File: config.mk
export PLATFORM = sky130hd
export DESIGN_NAME = xmodem_crc_packet_receiver_top_flat
export DESIGN_NICKNAME = d
export VERILOG_FILES = /design/src/hdl/xcrc_pkg.sv /design/src/hdl/xcrc_stream_if.sv /design/src/hdl/xmodem_crc_packet_receiver_top.sv /design/src/flat_wrapper.sv
export SDC_FILE = /design/constraint.sdc
export NUM_CORES = 1
export LEC_CHECK = 0
export BUFFER_PORTS_ARGS = -buffer_cell sky130_fd_sc_hd__buf_2
export CAP_MARGIN = 20
export CORE_UTILIZATION = 35
export DETAILED_ROUTE_END_ITERATION = 6
export GPL_TIMING_DRIVEN = 0
export PLACE_DENSITY = 0.5
export SYNTH_ARGS = -nofsm -noshare
export SYNTH_HDL_FRONTEND = slang
export SYNTH_SLANG_ARGS = --single-unit
File: constraint.sdc
create_clock -name clk -period 5.5 [get_ports clk]
set_input_delay 0.55 -clock clk [delete_from_list [all_inputs] [get_ports clk]]
set_output_delay 0.55 -clock clk [all_outputs]
set_load 0.05 [all_outputs]
File: src/hdl/xcrc_pkg.sv
// Package for the XMODEM-CRC packet receiver: beat payload types, framing and
// status codes, and the CRC-16 (0x1021) byte update. No dependencies.
package xcrc_pkg;

    // Framing bytes seen in the idle phase
    localparam logic [7:0] BYTE_SOH = 8'h01;
    localparam logic [7:0] BYTE_STX = 8'h02;
    localparam logic [7:0] BYTE_EOT = 8'h04;
    localparam logic [7:0] BYTE_CAN = 8'h18;

    // Status codes
    localparam logic [2:0] ST_SHORT   = 3'd0;
    localparam logic [2:0] ST_LONG    = 3'd1;
    localparam logic [2:0] ST_CANCEL  = 3'd2;
    localparam logic [2:0] ST_END     = 3'd3;
    localparam logic [2:0] ST_ERROR   = 3'd4;
    localparam logic [2:0] ST_TIMEOUT = 3'd5;
    localparam logic [2:0] ST_DUP     = 3'd6;

    // CRC-16 constants
    localparam logic [15:0] CRC_POLY   = 16'h1021;
    localparam logic [15:0] CRC_TOPBIT = 16'h8000;

    // Input beat
    typedef struct packed {
        logic       is_timeout;
        logic [7:0] rx_byte;
        logic [7:0] expected_seq;
    } xcrc_in_t;

    // Result beat
    typedef struct packed {
        logic        is_status;
        logic [7:0]  payload_byte;
        logic [9:0]  byte_index;
        logic [2:0]  status_code;
        logic [10:0] payload_length;
    } xcrc_out_t;

    // One byte through the CRC, MSB first, eight shift steps
    function automatic logic [15:0] crc16_byte(logic [15:0] crc, logic [7:0] b);
        logic [15:0] c;
        c = crc ^ {b, 8'h00};
        for (int k = 0; k < 8; k++)
        begin
            if ((c & CRC_TOPBIT) != 16'h0000)
            begin
                c = {c[14:0], 1'b0} ^ CRC_POLY;
            end
            else
            begin
                c = {c[14:0], 1'b0};
            end
        end
        return c;
    endfunction

endpackage

File: src/hdl/xcrc_stream_if.sv
// Valid/ready stream channel carrying one payload beat of a chosen type.
// Stand-alone; the payload type is given where the channel is instantiated.
interface xcrc_stream_if #(parameter type payload_t = logic [0:0]) ();
    logic     valid;
    logic     ready;
    payload_t data;

    modport source (output valid, output data, input ready);
    modport sink   (input valid, input data, output ready);
endinterface

File: src/hdl/xmodem_crc_packet_receiver_top.sv
// Top level of the XMODEM-CRC packet receiver (128-byte and 1K blocks).
// Depends on xcrc_pkg and on xcrc_stream_if (item: xcrc_in_t, result: xcrc_out_t).

// The block takes one beat per clock on item (a received byte or a timeout) and
// gives at most one beat on result: a payload byte with its index, or an
// end-of-packet status with its length. A beat passes an input register, then
// the framing state machine and a combinational CRC byte update, then the result
// register, from which its result is presented on result. One beat per cycle is
// sustained; the only stall comes from result.ready held low while the result
// register is full, which holds the beat in the input register.
module xmodem_crc_packet_receiver_top #(
    parameter int SHORT_BLOCK = 128,
    parameter int LONG_BLOCK  = 1024
) (
    input  logic          clk,
    input  logic          rst_n,
    xcrc_stream_if.sink   item,
    xcrc_stream_if.source result
);
    import xcrc_pkg::*;

    localparam logic [10:0] SHORT_SIZE = 11'(SHORT_BLOCK);
    localparam logic [10:0] LONG_SIZE  = 11'(LONG_BLOCK);

    typedef enum logic [2:0] {
        PH_IDLE  = 3'd0,
        PH_SEQ   = 3'd1,
        PH_INV   = 3'd2,
        PH_DATA  = 3'd3,
        PH_CRCHI = 3'd4,
        PH_CRCLO = 3'd5
    } phase_t;

    // Input register
    logic        in_valid_reg;
    xcrc_in_t    in_data_reg;

    // Framing state
    phase_t      phase_reg, phase_next;
    logic        long_block_reg, long_block_next;
    logic [7:0]  seq_number_reg, seq_number_next;
    logic [2:0]  pending_status_reg, pending_status_next;
    logic [10:0] byte_counter_reg, byte_counter_next;
    logic [15:0] running_crc_reg, running_crc_next;
    logic [7:0]  trailer_high_reg, trailer_high_next;
    logic [7:0]  expected_latched_reg, expected_latched_next;

    // Result register
    logic        out_valid_reg, out_valid_next;
    xcrc_out_t   out_data_reg, out_data_next;

    logic        advance;
    logic        emit;
    xcrc_out_t   emit_data;
    logic [10:0] block_size;
    logic [10:0] count_inc;

    // Handshake
    assign advance      = in_valid_reg && (!out_valid_reg || result.ready);
    assign item.ready   = !in_valid_reg || advance;
    assign result.valid = out_valid_reg;
    assign result.data  = out_data_reg;

    assign block_size = long_block_reg ? LONG_SIZE : SHORT_SIZE;
    assign count_inc  = byte_counter_reg + 11'd1;

    // Framing and CRC for the beat in the input register
    always_comb
    begin
        phase_next            = phase_reg;
        long_block_next       = long_block_reg;
        seq_number_next       = seq_number_reg;
        pending_status_next   = pending_status_reg;
        byte_counter_next     = byte_counter_reg;
        running_crc_next      = running_crc_reg;
        trailer_high_next     = trailer_high_reg;
        expected_latched_next = expected_latched_reg;
        emit                  = 1'b0;
        emit_data             = '0;

        unique case (phase_reg)
            PH_SEQ, PH_INV, PH_DATA, PH_CRCHI, PH_CRCLO:
            begin
                if (in_data_reg.is_timeout)
                begin
                    emit                  = 1'b1;
                    emit_data.is_status   = 1'b1;
                    emit_data.status_code = ST_TIMEOUT;
                    if (phase_reg == PH_DATA || phase_reg == PH_CRCHI
                        || phase_reg == PH_CRCLO)
                    begin
                        emit_data.payload_length = byte_counter_reg;
                    end
                    phase_next = PH_IDLE;
                end
                else
                begin
                    unique case (phase_reg)
                        PH_SEQ:
                        begin
                            seq_number_next       = in_data_reg.rx_byte;
                            expected_latched_next = in_data_reg.expected_seq;
                            phase_next            = PH_INV;
                        end
                        PH_INV:
                        begin
                            pending_status_next = long_block_reg ? ST_LONG : ST_SHORT;
                            if (seq_number_reg != ~in_data_reg.rx_byte
                                || seq_number_reg != expected_latched_reg)
                            begin
                                pending_status_next = ST_ERROR;
                            end
                            // previous packet resent
                            if (seq_number_reg == expected_latched_reg - 8'd1)
                            begin
                                pending_status_next = ST_DUP;
                            end
                            byte_counter_next = '0;
                            running_crc_next  = '0;
                            phase_next        = PH_DATA;
                        end
                        PH_DATA:
                        begin
                            emit                   = 1'b1;
                            emit_data.payload_byte = in_data_reg.rx_byte;
                            emit_data.byte_index   = byte_counter_reg[9:0];
                            running_crc_next  = crc16_byte(running_crc_reg,
                                                           in_data_reg.rx_byte);
                            byte_counter_next = count_inc;
                            if (count_inc >= block_size)
                            begin
                                phase_next = PH_CRCHI;
                            end
                        end
                        PH_CRCHI:
                        begin
                            trailer_high_next = in_data_reg.rx_byte;
                            phase_next        = PH_CRCLO;
                        end
                        default:
                        begin
                            emit                = 1'b1;
                            emit_data.is_status = 1'b1;
                            if (running_crc_reg != {trailer_high_reg, in_data_reg.rx_byte})
                            begin
                                emit_data.status_code = ST_ERROR;
                            end
                            else
                            begin
                                emit_data.status_code    = pending_status_reg;
                                emit_data.payload_length = byte_counter_reg;
                            end
                            phase_next = PH_IDLE;
                        end
                    endcase
                end
            end
            // idle and unused codes: wait for a header or control event
            default:
            begin
                if (in_data_reg.is_timeout)
                begin
                    emit                  = 1'b1;
                    emit_data.is_status   = 1'b1;
                    emit_data.status_code = ST_TIMEOUT;
                    phase_next            = PH_IDLE;
                end
                else if (in_data_reg.rx_byte == BYTE_EOT)
                begin
                    emit                  = 1'b1;
                    emit_data.is_status   = 1'b1;
                    emit_data.status_code = ST_END;
                    phase_next            = PH_IDLE;
                end
                else if (in_data_reg.rx_byte == BYTE_CAN)
                begin
                    emit                  = 1'b1;
                    emit_data.is_status   = 1'b1;
                    emit_data.status_code = ST_CANCEL;
                    phase_next            = PH_IDLE;
                end
                else if (in_data_reg.rx_byte == BYTE_SOH
                         || in_data_reg.rx_byte == BYTE_STX)
                begin
                    long_block_next   = (in_data_reg.rx_byte == BYTE_STX);
                    byte_counter_next = '0;
                    running_crc_next  = '0;
                    phase_next        = PH_SEQ;
                end
            end
        endcase
    end

    // Result register next value
    always_comb
    begin
        out_valid_next = out_valid_reg;
        out_data_next  = out_data_reg;
        if (advance)
        begin
            out_valid_next = emit;
            if (emit)
            begin
                out_data_next = emit_data;
            end
        end
        else if (result.ready)
        begin
            out_valid_next = 1'b0;
        end
    end

    // State, input register and result register
    always_ff @(posedge clk or negedge rst_n)
    begin
        if (!rst_n)
        begin
            in_valid_reg         <= 1'b0;
            in_data_reg          <= '0;
            out_valid_reg        <= 1'b0;
            out_data_reg         <= '0;
            phase_reg            <= PH_IDLE;
            long_block_reg       <= 1'b0;
            seq_number_reg       <= '0;
            pending_status_reg   <= '0;
            byte_counter_reg     <= '0;
            running_crc_reg      <= '0;
            trailer_high_reg     <= '0;
            expected_latched_reg <= '0;
        end
        else
        begin
            if (item.valid && item.ready)
            begin
                in_valid_reg <= 1'b1;
                in_data_reg  <= item.data;
            end
            else if (advance)
            begin
                in_valid_reg <= 1'b0;
            end
            out_valid_reg <= out_valid_next;
            out_data_reg  <= out_data_next;
            if (advance)
            begin
                phase_reg            <= phase_next;
                long_block_reg       <= long_block_next;
                seq_number_reg       <= seq_number_next;
                pending_status_reg   <= pending_status_next;
                byte_counter_reg     <= byte_counter_next;
                running_crc_reg      <= running_crc_next;
                trailer_high_reg     <= trailer_high_next;
                expected_latched_reg <= expected_latched_next;
            end
        end
    end

    // Assertions
    a_status_returns_idle: assert property (@(posedge clk) disable iff (!rst_n)
        (advance && emit && emit_data.is_status) |=> (phase_reg == PH_IDLE))
        else $error("status beat did not return the framer to idle");

    a_payload_fields_clear: assert property (@(posedge clk) disable iff (!rst_n)
        (out_valid_reg && !out_data_reg.is_status)
            |-> (out_data_reg.status_code == ST_SHORT && out_data_reg.payload_length == 11'd0))
        else $error("payload beat carries status fields");

    a_count_in_block: assert property (@(posedge clk) disable iff (!rst_n)
        (phase_reg == PH_DATA) |-> (byte_counter_reg < block_size))
        else $error("byte counter ran past the block size");

    a_stall_only_when_full: assert property (@(posedge clk) disable iff (!rst_n)
        !item.ready |-> (in_valid_reg && out_valid_reg && !result.ready))
        else $error("input stalled without back-pressure");

endmodule

File: src/flat_wrapper.sv
// flat-port wrapper written by rule: the top's interface ports become plain ports
module xmodem_crc_packet_receiver_top_flat import xcrc_pkg::*;
#(
    parameter int SHORT_BLOCK = 128,
    parameter int LONG_BLOCK  = 1024
)
  (clk, rst_n, item_valid, item_data, item_ready, result_valid, result_data, result_ready);
  xcrc_stream_if #(.payload_t(xcrc_in_t)) item_i ();
  xcrc_stream_if #(.payload_t(xcrc_out_t)) result_i ();
  input  logic clk;
  input  logic rst_n;
  input wire logic [$bits(item_i.valid)-1:0] item_valid;
  input wire logic [$bits(item_i.data)-1:0] item_data;
  output wire logic [$bits(item_i.ready)-1:0] item_ready;
  output wire logic [$bits(result_i.valid)-1:0] result_valid;
  output wire logic [$bits(result_i.data)-1:0] result_data;
  input wire logic [$bits(result_i.ready)-1:0] result_ready;
  assign item_i.valid = item_valid;
  assign item_i.data = item_data;
  assign item_ready = item_i.ready;
  assign result_valid = result_i.valid;
  assign result_data = result_i.data;
  assign result_i.ready = result_ready;
  xmodem_crc_packet_receiver_top #(.SHORT_BLOCK(SHORT_BLOCK), .LONG_BLOCK(LONG_BLOCK)) u_core (.clk(clk), .rst_n(rst_n), .item(item_i), .result(result_i));
endmodule
==> results by group <==
Detailed routing
  • DR vias: 4314
  • Met2 wire length: 6620 um
  • # DRC: 0
  • DR pass1 iterations: 5
  • Antenna viol nets, final: 0
  • Drt wl/cell: 16.7 um
  • Routed wire length: 14000 um
  • Via-to-Cell Ratio: 5.14
  • Drt first-iter violations: 264
  • DR WL met3: 473 um
  • DR top layer: met4
  • M1 WL: 6570 um

Power
  • VDD IR-drop max: 174 uV
  • Switching share of power: 37.3%
  • Internal: 1.79 mW
  • NetSw: 1.07 mW
  • Clk pwr share: 22.5%
  • Power share of the sequential group: 40.8%
  • Pwr Density: 441 nW/um2
  • Leak: 2.79 nW
  • Combinational share of power: 36.7%

Logic synthesis
  • Area share of the largest cell type after synthesis: 48.9%
  • Sequential fraction of the synthesis area: 48.9%
  • Syn Nets: 581
  • Top cells by area, synth: dfrtp_1, mux2_2, xnor2_1
  • Cell count after synthesis: 556
  • Synthesized flop and latch total: 110
  • Synth warn: 0
  • Yosys cell types: 58
  • Syn Area/Cell: 10.1 um2
  • Post-synth EDFFs: 0
  • Top FF cell, synth: dfrtp_1
  • Synth area leader: dfrtp_1
  • Asr flop ratio synth: 100%
  • Synthesized cell area: 5620 um2

Global routing
  • First-pass GRT wire length: 22800 um
  • Largest net degree at the start of global routing: 62
  • Initial antenna violation count: 0
  • Overflow after GRT: 0
  • Vias in the first global route: 4271
  • Total GRT Usage: 18.1%

Final layout
  • Most common cell after layout, fill and taps aside: dfrtp_1
  • Fill count: 1526
  • Max FFs per register: 33
  • Final Cell Area: 6480 um2
  • Most frequent cells in the layout: dfrtp_1, nand2_1, buf_2, o21ai_0, xnor2_1
  • Area grow syn2layout: 15.3%
  • Final nets: 648
  • Fraction of layout cells with a size suffix above 1: 21.7%
  • ANT cells: 0

Floorplan
  • Core area: 15400 um2
  • Number of top-level pins: 56
  • Die Wd: 129 um
  • Die area: 16600 um2
  • Site row count: 45
  • Die Y: 129 um
  • Initial Util: 36.5%

CTS
  • CTS Hold Buffers Added: 0
  • Worst-case clock buffer depth: 2
  • Clk root buf: clkbuf_16
  • Clock buffer count from CTS: 9
  • H-tree levels: 3
  • Postcts setup bufs: 0
  • Clock slew at reported path FFs: 70 ps
  • CTS Sinks: 110
  • CTS tree: built
  • CTS resizes: 0
  • Clk_lat worst skew: 350 ps

Setup path
  • R2R Setup Slk: 2450 ps
  • Worst r2r src: u_core.byte_counter_reg[0]$_DFFE_PN0P_
  • Crit end category: flop
  • Reg2Reg Depth: 11
  • Worst Setup Start Kind: flop
  • Slowest library cell on the worst path: a311oi_1
  • Setup Crit Path Kind: reg -> reg
  • Req. time, crit path: 5770 ps
  • Worst-path cell chain: ha_1, and4_1, nand2b_1, nor2_1, xor2_1, ha_1, nand4_1, a21oi_1, a311oi_1, nor3b_1, o21ai_0
  • Reg-to-reg endpoint: u_core.phase_reg[1]$_DFFE_PN0P_
  • Crit-path max FO: 7
  • CP dominant cell by count: ha_1
  • Max stage delay on crit path: 570 ps
  • Crit path DAT: 3320 ps

Placement
  • Port Buffers: 55
  • Gpl congestion: 0.885
  • Hpwl dp: 10000 um
  • Placed cell areas: 6190 um2

STA
  • Final TNS setup: 0 ps
  • Final min period: 3050 ps
  • Worst slew pin tran: 691 ps
  • Relative slew slack: 53.9%
  • RSZ-0062 raised after global routing: no
  • Hold Fails Final Rpt: 0
  • Final setup violation count: 0
  • Layout Skew: 7.57 ps
  • Peak Freq: 328 MHz
  • Period utilization: 55.4%
  • Max-slew violations: 0

Run status
  • Status: finished clean

Worst hold path
  • Hold Crit Class: in -> async

Job
  • Max-cap violations: 0
==> cell families (layout without fill, tap and decap cells) <==
kind of cell,after synthesis,after routing,share of synthesized area (%)
AND/OR/NAND/NOR,192,192,16.3
flip-flops,110,110,48.9
XOR/XNOR,53,53,8.25
adder cells (fa/ha/maj),4,4,0.890
buffers and inverters,43,115,3.83
multiplexers,41,41,8.16
AO/OA/AOI/OAI,113,113,13.6
==> per-layer routing <==
metal	vias to the layer above	GRT usage, %
met5	-	0
met4	0	8.72
met3	23	2.87
met2	92	28.8
met1	2117	24.0
li1	2082	-
==> metrics by stage <==
| step | setup WS (ps) | std cells | power (mW) | utilization, % | hold slack [ps] |
|---|---|---|---|---|---|
| global route | 2230 | 839 | 3.05 | 42.0 | 278 |
| detailed placement | 2520 | 823 | 2.24 | 40.1 | 468 |
| CTS | 2480 | 839 | 2.90 | 42.0 | 250 |
| finish | 2450 | 839 | 2.86 | 42.0 | 228 |
| floorplan | 3080 | 556 | 1.96 | - | 254 |
| global placement | 2530 | 822 | 2.21 | 40.0 | 458 |
==> layout make-up <==
type,count,area [um2],share of cell area (%)
timing repair buffer,56,305,4.71
sequential,110,2750,42.5
buffer,34,181,2.80
clock inverter,6,61.3,0.946
multi-input combinational,403,2660,41.0
tap,211,264,4.07
clock buffer,10,229,3.53
inverter,9,33.8,0.521
==> critical path, delay by kind of cell (launching register included) <==
family | cells | cell delay (ps)
AND/OR/NAND/NOR | 5 | 840
flip-flops | 1 | 480
XOR/XNOR | 1 | 230
adder cells (fa/ha/maj) | 2 | 640
AO/OA/AOI/OAI | 3 | 780
==> cells in the mapped netlist (3+ instances only) <==
cell type	instances
o21ai_0	43
buf_2	10
nor2_1	29
or3_1	3
a22o_1	19
a31oi_1	6
nor4_1	5
nand4_1	9
nor2b_1	3
inv_1	9
nand3b_1	4
dfrtp_1	110
a21oi_1	14
nand2_1	92
xnor2_1	40
clkbuf_1	18
buf_6	5
nor3b_1	3
nand2b_1	11
mux2_2	39
o31ai_1	8
nand3_1	10
ha_1	4
xor2_1	13
nor3_1	10
==> power groups by stage <==
stage               sequential, mW  combinational, mW  clock [mW]
finish                        1.17               1.05       0.644
global placement              1.17               1.04           0
CTS                           1.17               1.06       0.668
floorplan                     1.20              0.758           0
detailed placement            1.18               1.05           0
global route                  1.19               1.15       0.702
==> how the worst max path moves through the flow <==
stage,startpoint,endpoint,slack [ps]
2_1_floorplan,u_core.result.valid$_DFFE_PN0P_,u_core.in_data_reg[10]$_DFFE_PN0P_,3080
3_3_place_gp,rst_n,u_core.in_data_reg[1]$_DFFE_PN0P_,2530
3_5_place_dp,u_core.byte_counter_reg[0]$_DFFE_PN0P_,u_core.phase_reg[1]$_DFFE_PN0P_,2520
4_1_cts,u_core.byte_counter_reg[0]$_DFFE_PN0P_,u_core.phase_reg[1]$_DFFE_PN0P_,2480
5_1_grt,u_core.byte_counter_reg[0]$_DFFE_PN0P_,u_core.phase_reg[1]$_DFFE_PN0P_,2230
6_report,u_core.byte_counter_reg[0]$_DFFE_PN0P_,u_core.phase_reg[1]$_DFFE_PN0P_,2450
(Power assumes the default switching activity.)
